**src/rtl/gbte_pkg.sv**
```systemverilog
// ----------------------------------------------------------------------------
// gbte_pkg: shared types and constants for the gap buffer text engine
// Store geometry, operation and status codes, sequencer states and the
// control, flag and result structs passed between the engine's modules.
// ----------------------------------------------------------------------------
package gbte_pkg;

  // Store geometry
  localparam int unsigned CAPACITY = 4096;
  localparam int unsigned ADDR_W   = $clog2(CAPACITY);
  localparam int unsigned POS_W    = 13;
  localparam int unsigned CHAR_W   = 8;
  localparam int unsigned WRAP_W   = 8;

  localparam logic [CHAR_W-1:0] CHAR_NEWLINE = 8'h0A;
  localparam logic [CHAR_W-1:0] CHAR_NUL     = 8'h00;
  localparam logic [WRAP_W-1:0] WRAP_RESET   = 8'd80;

  typedef enum logic [1:0] {
    OP_INSERT = 2'd0,
    OP_DELETE = 2'd1,
    OP_READ   = 2'd2,
    OP_COUNT  = 2'd3
  } op_e;

  typedef enum logic [1:0] {
    ST_OK    = 2'd0,
    ST_FULL  = 2'd1,
    ST_CLAMP = 2'd2,
    ST_NODEL = 2'd3
  } status_e;

  typedef enum logic [3:0] {
    S_IDLE,
    S_DISPATCH,
    S_SEEK,
    S_LEFT_RD,
    S_LEFT_WR,
    S_RIGHT_RD,
    S_RIGHT_WR,
    S_EDIT,
    S_RD_ISSUE,
    S_CNT_RD,
    S_CNT_PROC,
    S_FINISH
  } state_e;

  // Commands from the sequencer to the datapath
  typedef struct packed {
    logic load;
    logic left_rd;
    logic left_wr;
    logic right_rd;
    logic right_wr;
    logic edit;
    logic rd_byte;
    logic cnt_rd;
    logic cnt_proc;
    logic finish;
  } ctrl_t;

  // Conditions from the datapath to the sequencer
  typedef struct packed {
    op_e  func;
    logic full;
    logic gap_above;
    logic gap_below;
    logic scan_end;
    logic scan_gap;
  } flags_t;

  typedef struct packed {
    logic [CHAR_W-1:0] char_out;
    logic [POS_W-1:0]  line_total;
    logic [POS_W-1:0]  text_length;
    logic [POS_W-1:0]  cursor;
    status_e           status;
  } result_t;

endpackage

```
**src/rtl/gbte_seq.sv**
```systemverilog
// ----------------------------------------------------------------------------
// gbte_seq: operation sequencer
// Steps the datapath through gap moves, the edit, a byte read or the line
// count walk, at most one memory access per step, and hands over the result.
// ----------------------------------------------------------------------------
module gbte_seq (
  input  logic            clk_i,
  input  logic            rst_ni,
  input  logic            req_valid_i,
  input  logic            out_free_i,
  input  gbte_pkg::flags_t flags_i,
  output logic            busy_o,
  output gbte_pkg::ctrl_t ctrl_o
);
  import gbte_pkg::*;

  state_e state_q, state_d;

  // State register
  always_ff @(posedge clk_i or negedge rst_ni) begin
    if (!rst_ni) begin
      state_q <= S_IDLE;
    end else begin
      state_q <= state_d;
    end
  end

  // Next state
  always_comb begin
    state_d = state_q;
    case (state_q)
      S_IDLE: begin
        if (req_valid_i) state_d = S_DISPATCH;
      end
      S_DISPATCH: begin
        case (flags_i.func)
          OP_INSERT: state_d = flags_i.full ? S_FINISH : S_SEEK;
          OP_DELETE: state_d = S_SEEK;
          OP_READ:   state_d = S_RD_ISSUE;
          OP_COUNT:  state_d = S_CNT_RD;
          default:   state_d = S_FINISH;
        endcase
      end
      S_SEEK: begin
        if (flags_i.gap_above) begin
          state_d = S_LEFT_RD;
        end else if (flags_i.gap_below) begin
          state_d = S_RIGHT_RD;
        end else begin
          state_d = S_EDIT;
        end
      end
      S_LEFT_RD:  state_d = S_LEFT_WR;
      S_LEFT_WR:  state_d = S_SEEK;
      S_RIGHT_RD: state_d = S_RIGHT_WR;
      S_RIGHT_WR: state_d = S_SEEK;
      S_EDIT:     state_d = S_FINISH;
      S_RD_ISSUE: state_d = S_FINISH;
      S_CNT_RD: begin
        if (flags_i.scan_end) begin
          state_d = S_FINISH;
        end else if (!flags_i.scan_gap) begin
          state_d = S_CNT_PROC;
        end
      end
      S_CNT_PROC: state_d = S_CNT_RD;
      S_FINISH: begin
        if (out_free_i) state_d = S_IDLE;
      end
      default:    state_d = S_IDLE;
    endcase
  end

  // Commands
  always_comb begin
    ctrl_o   = '0;
    busy_o   = 1'b1;
    case (state_q)
      S_IDLE: begin
        busy_o       = 1'b0;
        ctrl_o.load  = req_valid_i;
      end
      S_LEFT_RD:  ctrl_o.left_rd  = 1'b1;
      S_LEFT_WR:  ctrl_o.left_wr  = 1'b1;
      S_RIGHT_RD: ctrl_o.right_rd = 1'b1;
      S_RIGHT_WR: ctrl_o.right_wr = 1'b1;
      S_EDIT:     ctrl_o.edit     = 1'b1;
      S_RD_ISSUE: ctrl_o.rd_byte  = 1'b1;
      S_CNT_RD:   ctrl_o.cnt_rd   = 1'b1;
      S_CNT_PROC: ctrl_o.cnt_proc = 1'b1;
      S_FINISH:   ctrl_o.finish   = out_free_i;
      default:    ctrl_o          = '0;
    endcase
  end

endmodule

```
**config.mk**
```make
export PLATFORM = sky130hd
export DESIGN_NAME = gbte_seq
export DESIGN_NICKNAME = d
export VERILOG_FILES = /design/src/rtl/gbte_pkg.sv /design/src/rtl/gbte_seq.sv
export SDC_FILE = /design/constraint.sdc
export NUM_CORES = 1
export LEC_CHECK = 0
export ABC_CLOCK_PERIOD_IN_PS = 1500
export BUFFER_PORTS_ARGS = -buffer_cell sky130_fd_sc_hd__buf_4
export CAP_MARGIN = 20
export CORE_AREA = 4 4 41 43
export DETAILED_ROUTE_END_ITERATION = 16
export DIE_AREA = 0 0 45 47
export PLACE_DENSITY_LB_ADDON = 0.05
export SYNTH_ARGS = -nofsm -noshare
export SYNTH_HDL_FRONTEND = slang
export SYNTH_SLANG_ARGS = --single-unit
```
**constraint.sdc**
```tcl
create_clock -name clk_i -period 1.5 [get_ports clk_i]
set_input_delay 0.375 -clock clk_i [delete_from_list [all_inputs] [get_ports clk_i]]
set_output_delay 0.375 -clock clk_i [all_outputs]
set_load 0.01 [all_outputs]
```
# == Word level (Yosys, flattened, before mapping) ==
# Index checks and enable logic that the tools add are counted.
# totals
ff_bits,4
input_bits,11
# classes
eq_ne,17
mux,20
reduce_logical,5
# op_table
cell,count
case mux 4 bit (10 select lines),1
two-way mux 4 bit,5
"equality test 4 x 3 -> 1 bit, second input constant",4
"equality test 4 bit, second input constant",4
case mux 4 bit (4 select lines),1
two-way mux 1 bit,11
"equality test 4 x 2 -> 1 bit, second input constant",2
"equality test 2 bit, second input constant",2
"equality test 4 x 1 -> 1 bit, second input constant",1
zero test 4 bit,1
"inequality test 2 bit, second input constant",2
OR reduction 2 bit,2
two-way mux 3 bit,1
"inequality test 3 bit, second input constant",1
AND reduction 3 bit,1
"equality test 2 x 1 -> 1 bit, second input constant",1
zero test 2 bit,1
two-way mux 2 bit,1

# == Logic depth before layout (Yosys ltp) ==
# Gate-level depths: netlist of run 1.
# logic_depth
word_depth,3
mapped_depth,5
ltp_nobuf,4

# == Worst setup path before layout of run 1 ==
# Ideal clock, no wire load.
# synth_path
kind,register to register
start,reg state_q[3]
end,reg state_q[0]
t_arrival_ns,1.362
required_time_ns,1.375
slack_ns,0.014
stages_incl_launch_ff,6
path_buffers,1
synth_period_minus_slack_ns,1.486
cell_sequence,dfrtp_1 -> buf_2 -> nor4_1 -> a41oi_1 -> a21oi_1 -> mux2_2
# synth_via
elab_chain_len,3
word_cells_on_any_way,19
cone_classes,14 x eq/ne; 1 x mux; 4 x reduce/logical
# synth_rtl
item,line,text
from (decl),gbte_seq.sv:17,"state_e state_q, state_d;"
from (signal assigned),gbte_seq.sv:24,state_q <= state_d;
"equality test 4 bit, or another cell as far along",gbte_seq.sv:31,case (state_q)
"OR reduction 2 bit (no line), or another cell as far along",-,
case mux 4 bit (10 select lines) / AND reduction 3 bit (equally long branches),-,
# Several ways; a longest one is shown, not always the timed one.
# A chain may end at the register's enable or synchronous reset.

==> results of run 1 <==
final timing paths:
path	endpoint	cells after the start	slack, ps
worst min-delay path	state_q[1]$_DFFE_PN0P_	2	370
min in group asynchronous	state_q[2]$_DFFE_PN0P_	2	480
max in group asynchronous	state_q[0]$_DFFE_PN0P_	2	910
worst min register to register	state_q[2]$_DFFE_PN0P_	2	660
worst max register to register	state_q[0]$_DFFE_PN0P_	5	-10
worst max-delay path	ctrl_o[9]	4	-100
per-layer routing:
layer  up-vias  share of wire [%]  routed length, um  track usage [%]
met4         0                  0                  0            5.263
li1        285                  -                  -                -
met2        12                 52                782            26.27
met3         0                3.9                 59            2.299
met5         -                  0                  0                0
met1       279                 44                674            17.05
cell usage in the layout, fill, tap and decap left out, drive strengths merged:
cell / count
nor4: 1
nand2: 5
or3: 1
and3: 1
a21oi: 4
clkbuf: 3
or3b: 1
mux2: 1
dlygate4sd3: 1
nor2: 8
dfrtp: 4
nand2b: 4
nor2b: 2
buf: 44
nor3: 6
a2111oi: 1
inv: 2
a211o: 1
nand3: 1
and2b: 1
a31oi: 1
o32ai: 1
o22a: 1
o21ai: 1
a41oi: 1
o31a: 1
stage by stage:
stage	setup TNS, ps	cell area [um^2]	hold WS (ps)	utilization (%)
floorplan	0	379.1	79.41	-
global placement	-120.7	641.9	172.2	49.33
detailed placement	-73.28	641.9	171.3	49.33
CTS	-478.7	793.3	367.9	60.96
global route	-1354	928.4	362.3	71.35
finish	-588.0	928.4	374.6	71.35
cells by family after synthesis:
kind of cell / after synthesis / share of synthesized area [%]
multiplexers: 1 / 2.970
buffers and inverters: 6 / 6.929
AND/OR/NAND/NOR: 31 / 41.59
flip-flops: 4 / 26.40
AO/OA/AOI/OAI: 12 / 22.11
final cells by class:
class | instances | area (um^2)
multi-input cells | 44 | 386.6
well taps | 15 | 18.77
flip-flops and latches | 4 | 105.1
clock buffers | 3 | 22.52
inverters | 2 | 10.01
repair buffers | 45 | 385.4
fillers | 106 | 372.9
power groups by stage:
stage          logic (uW)  registers (uW)  clock network, uW
2_1_floorplan         554             199                  0
3_3_place_gp          917             277                  0
3_5_place_dp          918             270                  0
4_1_cts              1220             277                134
5_1_grt              1680             323                143
6_report             1550             313                127
what timing repair did:
item	in CTS	in global routing
hold endpoints to repair	4	0
setup endpoints to repair	13	14
setup buffers	6	4
gates resized for setup	22	25
pin swaps	3	11
cloned	0	0
hold buffers	1	0
==> impl_metrics.json, run 1 <==
{
  "yosysTopAreaCellShare_pct": 26.40,
  "nNetsFinal": 111,
  "power.switching_uw": 849.2,
  "top_regs": "state_q (4)",
  "diodes": 0,
  "p_total_uw": 1988,
  "cts_tree": "yes",
  "crit_arrival_ps": 1220,
  "yosys_most_used_dff": "dfrtp_1",
  "synthArstFlopShare_pct": 100.0,
  "synth-seq-cells": 4,
  "slew_violations": 0,
  "cpMostUsedCell": "buf_6",
  "drt_iter0_markers": 4,
  "worst_pin_slew_ps": 291.4,
  "synth_area_leaders": "dfrtp_1 (26%), nor3_1 (7.9%), nor2_1 (7.9%)",
  "worst_slew_margin_rel_pct": 80.07,
  "cts_buffers": 3,
  "core_area_mm2": 0.001301,
  "finalCriticalPeriod_ps": 1597,
  "largest_reg_flops": 4,
  "cts_buffer_depth": 2,
  "die_w_um": 45,
  "intPower_uw": 1139,
  "synthesis.nets": 65,
  "max_freq_mhz": 626.1,
  "required_ps": 1120,
  "p_leak_uw": 0.0004268,
  "netlist_instances": 54,
  "cts_htree_levels": 1,
  "synth_common_cells": "nor2_1 (8), nor3_1 (6), nand2_1 (5)",
  "antenna_left": 0,
  "final-hold-violation-count": 0,
  "portBuffers": 21,
  "hold_path_class": "input pin to flop",
  "vdd_ir_drop_max_mv": 1.266,
  "worst_skew_pair.late_latency_ps": 230,
  "setup.worst_path.start": "state_q[1]$_DFFE_PN0P_",
  "rows": 13,
  "clkSlewWorstSetupHoldPaths_ps": 30,
  "synth.cell_area_um2": 379.1,
  "grt_usage_pct": 14.44,
  "place_hpwl_um": 931.6,
  "fin_ws_ps": -97.13,
  "cp_cell_sequence": "buf_6, nor2_4, and3_4, buf_6",
  "slowest_stage": "dfrtp_2",
  "critPathMaxFanout": 5,
  "p_per_area_mw_per_mm2": 2141,
  "wl_per_cell_um": 13.42,
  "outcome": "finished, violations left",
  "clockRootBuffer": "clkbuf_4",
  "p_comb_share_pct": 77.9,
  "drt-total-wl_um": 1516,
  "rsz0062_at_grt": "true",
  "start_util_pct": 29.13,
  "io_pins": 22,
  "die_area_mm2": 0.002115,
  "critPathCaptureType": "output port",
  "finalCritPeriodShare_pct": 106.5,
  "grt_max_degree": 8,
  "pwr-share-seq_pct": 15.8,
  "cts.sinks": 4,
  "synth_cell_types": 25,
  "p_sw_share_pct": 42.72,
  "clock_skew_ps": 4.492,
  "antenna_found_initial": 0,
  "clock_power_share_pct": 6.4,
  "top_register": "state_q",
  "gp_congestion": 0.7540,
  "firstDrtPassIters": 4,
  "r2r_start": "state_q[1]$_DFFE_PN0P_",
  "final-setup-viol-count": 11,
  "start_kind": "flop",
  "critPathTopFamily": "flip-flops",
  "grt_pass1_wl_um": 2277,
  "overflow": 0,
  "failed_checks": "negative setup slack",
  "synth-seq-area-share_pct": 26.40,
  "yosysWarnings": 0,
  "synth_area_per_cell_um2": 7.021,
  "timing.critical_path.buf_inv": 2,
  "synth_area_leader_cell": "dfrtp_1",
  "pre_cts_ws_ps": -58.20,
  "synth-edff-count": 0,
  "critPathKind": "flop to output port",
  "drc_errors": 0,
  "layout-drive-gt1-share_pct": 77.55,
  "cp_slowest_stage_delay_ps": 470,
  "area_delta_synth_final_pct": 144.9,
  "die_y_um": 47,
  "dr_total_vias": 576,
  "place_inst": 100,
  "instances_no_fill": 113,
  "timing.max_cap.violations": 0,
  "viasPerCell": 5.097,
  "grt_pass1_vias": 522,
  "min_from": "out_free_i",
  "yosys.cell_count.top_type": "nor2_1"
}
No activity file was read; power rests on OpenSTA's default activity.
==> run 2, diff against run 1 <==
--- a/config.mk
+++ b/config.mk
@@ -5,13 +5,14 @@
 export SDC_FILE = /design/constraint.sdc
 export NUM_CORES = 1
 export LEC_CHECK = 0
-export ABC_CLOCK_PERIOD_IN_PS = 1500
+export ABC_CLOCK_PERIOD_IN_PS = 1900
 export BUFFER_PORTS_ARGS = -buffer_cell sky130_fd_sc_hd__buf_4
 export CAP_MARGIN = 20
 export CORE_AREA = 4 4 41 43
 export DETAILED_ROUTE_END_ITERATION = 16
 export DIE_AREA = 0 0 45 47
 export PLACE_DENSITY_LB_ADDON = 0.05
+export RECOVER_POWER = 25
 export SYNTH_ARGS = -nofsm -noshare
 export SYNTH_HDL_FRONTEND = slang
 export SYNTH_SLANG_ARGS = --single-unit
==> constraint.sdc (replaced) <==
create_clock -name clk_i -period 1.9 [get_ports clk_i]
set_input_delay 0.475 -clock clk_i [delete_from_list [all_inputs] [get_ports clk_i]]
set_output_delay 0.475 -clock clk_i [all_outputs]
set_load 0.01 [all_outputs]
==> impl_metrics.json, run 2 (synthesis gave the netlist of run 1 again) <==
{
  "drt_iter0_markers": 14,
  "layout_common_cells": "buf_4 (22), nor2_1 (8), nor3_1 (6)",
  "seq_area_um2": 102.6,
  "grt_max_degree": 14,
  "gp_congestion": 0.7309,
  "antenna_found_initial": 0,
  "met2_usage_pct": 16.38,
  "worst_slew_margin_rel_pct": 79.69,
  "layout-drive-gt1-share_pct": 38.16,
  "timing.max_cap.violations": 0,
  "worst_pin_slew_ps": 297.0,
  "critPathKind": "flop to output port",
  "core_area_mm2": 0.001301,
  "clock_skew_ps": 1.255,
  "grt_pass1_wl_um": 1656,
  "start_util_pct": 29.13,
  "cts.sinks": 4,
  "wl_per_cell_um": 11.11,
  "overflow": 0,
  "io_pins": 22,
  "cp_slowest_stage_delay_ps": 430,
  "grt_use_met3_pct": 0.3831,
  "slowest_stage": "dfrtp_1",
  "final-setup-viol-count": 0,
  "finalCritPeriodShare_pct": 93.10,
  "grt_busiest_layer": "met2",
  "firstDrtPassIters": 4,
  "slew_violations": 0,
  "clockRootBuffer": "clkbuf_4",
  "instances_no_fill": 91,
  "holdWs_ps": 62.34,
  "num-fill-cells": 152,
  "die_area_mm2": 0.002115,
  "cts_tree": "yes",
  "postLayoutCellArea_um2": 573.1,
  "grt_usage_pct": 10.40,
  "multi_input_area_um2": 252.7,
  "max_freq_mhz": 565.3,
  "finalCriticalPeriod_ps": 1769,
  "final-hold-violation-count": 0,
  "reg2reg_depth": 4,
  "cts_buffers": 3,
  "outcome": "complete, no violations",
  "clkSlewWorstSetupHoldPaths_ps": 40,
  "area_delta_synth_final_pct": 51.16,
  "antenna_left": 0,
  "critPathCaptureType": "output port",
  "worst_skew_pair.late_latency_ps": 230,
  "start_kind": "flop",
  "grt_use_met1_pct": 14.52,
  "cp_cell_sequence": "nand2b_1, nor3_1, buf_4",
  "die_y_um": 47,
  "cts_buffer_depth": 2,
  "drc_errors": 0,
  "fin_setup_tns_ps": 0,
  "top_regs": "state_q (4)",
  "fin_util_pct": 44.04,
  "rsz0062_at_grt": "false",
  "place_inst": 88,
  "dr_total_vias": 439,
  "critPathMaxFanout": 7,
  "p_leak_uw": 0.0002689,
  "hold_path_class": "input pin to asynchronous set/reset pin",
  "nNetsFinal": 89,
  "viasPerCell": 4.824,
  "crit_arrival_ps": 1290,
  "portBuffers": 21,
  "diodes": 0,
  "required_ps": 1420,
  "largest_reg_flops": 4,
  "die_w_um": 45,
  "grt_pass1_vias": 397,
  "cts_htree_levels": 1,
  "top_register": "state_q",
  "place_hpwl_um": 828.5,
  "p_per_area_mw_per_mm2": 1537,
  "final_common_cell": "buf_4",
  "ctsHoldBuffers": 0,
  "rows": 13,
  "placed_area_um2": 551.8,
  "drt-total-wl_um": 1011,
  "vdd_ir_drop_max_mv": 0.7256
}
[run 2: critical path: cells and delay by family (launching register included)]
| family | cells | cell delay (ps) |
|---|---|---|
| simple gates | 2 | 480 |
| buf+inv | 1 | 160 |
| flops | 1 | 430 |
[run 2: repair_timing]
item	in CTS	in global routing
resized for setup	0	2
endpoints found under the setup margin	0	3
buffers inserted	0	0
[run 2: final cells by class]
class	instances	share of cell area, %
clock buffers	3	3.930
well taps	15	3.275
inverters	2	1.310
repair buffers	23	29.48
multi-input cells	44	44.10
flip-flops and latches	4	17.90
[run 2: final timing paths]
kind / start / endpoint / slack, ps
worst max-delay path: state_q[2]$_DFFE_PN0P_ / ctrl_o[0] / 130
worst max register to register: state_q[0]$_DFFE_PN0P_ / state_q[0]$_DFFE_PN0P_ / 320
worst min register to register: state_q[3]$_DFFE_PN0P_ / state_q[2]$_DFFE_PN0P_ / 580
worst min-delay path: rst_ni / state_q[1]$_DFFE_PN0P_ / 60
min in group clk_i: out_free_i / state_q[1]$_DFFE_PN0P_ / 470
max in group asynchronous: rst_ni / state_q[3]$_DFFE_PN0P_ / 1640
[run 2: metrics by stage]
stage / worst slack, ps / power, uW
6_report: 131.1 / 880.7
5_1_grt: 3.823 / 980.1
4_1_cts: 48.26 / 892.9
3_5_place_dp: 234.1 / 783.2
3_3_place_gp: 192.0 / 794.3
2_1_floorplan: 351.4 / 594.5
[run 2: power by group]
group	leakage [uW]	switching [uW]	total [uW]	internal, uW
Combinational	0.000208	258	539	281
Sequential	0.0000469	104	241	136
Clock	0.0000138	31.1	102	70.4
[run 2: layer usage]
metal	vias up	routed length (um)
li1	239	-
met3	0	69
met4	0	0
met1	188	458
met2	12	483
met5	-	0
==> run 3, diff against run 2 <==
--- a/config.mk
+++ b/config.mk
@@ -5,14 +5,17 @@
 export SDC_FILE = /design/constraint.sdc
 export NUM_CORES = 1
 export LEC_CHECK = 0
+export ABC_AREA = 1
 export ABC_CLOCK_PERIOD_IN_PS = 1900
 export BUFFER_PORTS_ARGS = -buffer_cell sky130_fd_sc_hd__buf_4
 export CAP_MARGIN = 20
 export CORE_AREA = 4 4 41 43
 export DETAILED_ROUTE_END_ITERATION = 16
 export DIE_AREA = 0 0 45 47
+export MAX_ROUTING_LAYER = met4
 export PLACE_DENSITY_LB_ADDON = 0.05
 export RECOVER_POWER = 25
+export SKIP_CTS_REPAIR_TIMING = 1
 export SYNTH_ARGS = -nofsm -noshare
 export SYNTH_HDL_FRONTEND = slang
 export SYNTH_SLANG_ARGS = --single-unit
==> impl_metrics.json, run 3 <==
{
  "outcome": "complete, no violations",
  "num-fill-cells": 150,
  "synth_area_leaders": "dfrtp_1 (25%), nand2_1 (20%), nor2_1 (14%)",
  "grt_usage_pct": 10.97,
  "die_y_um": 47,
  "drt_iter0_markers": 14,
  "largest_reg_flops": 4,
  "synthArstFlopShare_pct": 100.0,
  "cts_htree_levels": 1,
  "pre_cts_ws_ps": 496.5,
  "drc_errors": 0,
  "viasPerCell": 4.274,
  "p_per_area_mw_per_mm2": 1286,
  "top_regs": "state_q (4)",
  "final-setup-viol-count": 0,
  "clockRootBuffer": "clkbuf_4",
  "worst_slew_margin_rel_pct": 86.51,
  "synth_cell_types": 15,
  "rsz0062_at_grt": "false",
  "reg2reg_depth": 6,
  "synth_area_per_cell_um2": 5.461,
  "clkSlewWorstSetupHoldPaths_ps": 30,
  "reg2reg_slack_ps": 720,
  "crit_end": "ctrl_o[9]",
  "grt_max_degree": 7,
  "nNetsFinal": 111,
  "core_area_mm2": 0.001301,
  "synth_common_cells": "nand2_1 (22), nor2_1 (15), inv_1 (13)",
  "area_delta_synth_final_pct": 48.30,
  "clock_skew_ps": 1.153,
  "fin_util_pct": 46.06,
  "worst_pin_slew_ps": 201.6,
  "critPathKind": "flop to output port",
  "grt_pass1_vias": 444,
  "cts_tree": "yes",
  "yosys.cell_count.top_type": "nand2_1",
  "netlist_instances": 74,
  "gp_congestion": 0.7634,
  "layout-drive-gt1-share_pct": 33.67,
  "critPathMaxFanout": 5,
  "synth_area_leader_cell": "dfrtp_1",
  "grt_pass1_wl_um": 1649,
  "synth-seq-area-share_pct": 24.77,
  "fin_ws_ps": 263.6,
  "dr_total_vias": 483,
  "antenna_found_initial": 0,
  "r2r_start": "state_q[2]$_DFFE_PN0P_",
  "start_kind": "flop",
  "setup.worst_path.start": "state_q[1]$_DFFE_PN0P_",
  "final_common_cell": "nand2_1",
  "final-hold-violation-count": 0,
  "finalCriticalPeriod_ps": 1636,
  "required_ps": 1420,
  "cts.sinks": 4,
  "fin_setup_tns_ps": 0,
  "cts_buffers": 3,
  "overflow": 0,
  "slew_violations": 0,
  "synth-edff-count": 0,
  "critPathCaptureType": "output port",
  "rows": 13,
  "timing.max_cap.violations": 0,
  "synthesis.nets": 85,
  "antenna_left": 0,
  "crit_arrival_ps": 1160,
  "portBuffers": 21,
  "finalCritPeriodShare_pct": 86.13,
  "io_pins": 22,
  "worstReg2RegEnd": "state_q[0]$_DFFE_PN0P_",
  "die_w_um": 45,
  "die_area_mm2": 0.002115,
  "start_util_pct": 31.06,
  "p_leak_uw": 0.0003644,
  "yosysTopAreaCellShare_pct": 24.77,
  "synth-seq-cells": 4,
  "firstDrtPassIters": 4,
  "worst_skew_pair.late_latency_ps": 230,
  "wl_per_cell_um": 9.354,
  "drt-total-wl_um": 1057,
  "yosysWarnings": 0,
  "cts_buffer_depth": 2,
  "diodes": 0,
  "yosys_most_used_dff": "dfrtp_1",
  "top_register": "state_q",
  "place_hpwl_um": 901.1,
  "hold_path_class": "input pin to asynchronous set/reset pin",
  "synth.cell_area_um2": 404.1,
  "max_freq_mhz": 611.1,
  "layout_common_cells": "nand2_1 (22), buf_4 (20), nor2_1 (15)",
  "vdd_ir_drop_max_mv": 0.5497
}
[run 3: cell types whose count changed in the layout (fill, tap and decap cells not counted), sizes merged, moves of 4 or more]
cell	change
nand2	+20
inv	+14
nor2	+9
nand3	+5
nand2b	-4
nor3	-4
[run 3: logic make-up (layout without fill, tap and decap cells)]
family | Yosys count | after routing | synth area share [%]
AO/OA/AOI/OAI | 4 | 4 | 5.879
flip-flops | 4 | 4 | 24.77
buffers and inverters | 16 | 40 | 14.86
AND/OR/NAND/NOR | 50 | 50 | 54.49
[run 3: cell type report]
class / instances / area, um^2 / area share, %
multi-input cells: 54 / 244.0 / 40.71
repair buffers: 21 / 153.9 / 25.68
flip-flops and latches: 4 / 100.1 / 16.70
inverters: 16 / 60.06 / 10.02
clock buffers: 3 / 22.52 / 3.758
well taps: 15 / 18.77 / 3.132
[run 3: worst max-delay path: stages, from the launching register on]
cell     delay (ps)
dfrtp_1         420
nor2_1          210
nand2_1         100
nor2_1           90
buf_4           120
[run 3: per-layer routing]
metal | vias to the layer above | part of all wire (%) | track usage, %
met5 | - | 0 | -
met4 | 0 | 0 | 5.263
met3 | 0 | 9.1 | 1.533
met2 | 16 | 45 | 17.23
met1 | 199 | 46 | 13.79
li1 | 268 | - | -
[run 3: power breakdown]
| part | switching (uW) | internal, uW |
|---|---|---|
| Clock | 28.3 | 70.2 |
| Combinational | 299 | 198 |
| Sequential | 49.3 | 126 |
| Total | 377 | 393 |
[run 3: how the worst min path moves through the flow]
stage	start	endpoint	slack, ps	cells after the start
after detailed placement	rst_ni	state_q[3]$_DFFE_PN0P_	270	1
after global placement	rst_ni	state_q[2]$_DFFE_PN0P_	270	1
final	rst_ni	state_q[3]$_DFFE_PN0P_	60	1
after floorplan	rst_ni	state_q[0]$_DFFE_PN0P_	180	0
after global routing	rst_ni	state_q[3]$_DFFE_PN0P_	70	1
after CTS	rst_ni	state_q[3]$_DFFE_PN0P_	30	1
[run 3: metrics by stage]
| stage | hold slack (ps) | area, um^2 | power, uW | cells |
|---|---|---|---|---|
| 2_1_floorplan | 179.4 | 404.1 | 503.9 | 74 |
| 3_3_place_gp | 271.4 | 580.6 | 685.4 | 110 |
| 3_5_place_dp | 272.3 | 580.6 | 679.3 | 110 |
| 4_1_cts | 30.62 | 603.1 | 782.8 | 113 |
| 5_1_grt | 71.05 | 599.3 | 855.4 | 113 |
| 6_report | 63.66 | 599.3 | 770.6 | 113 |
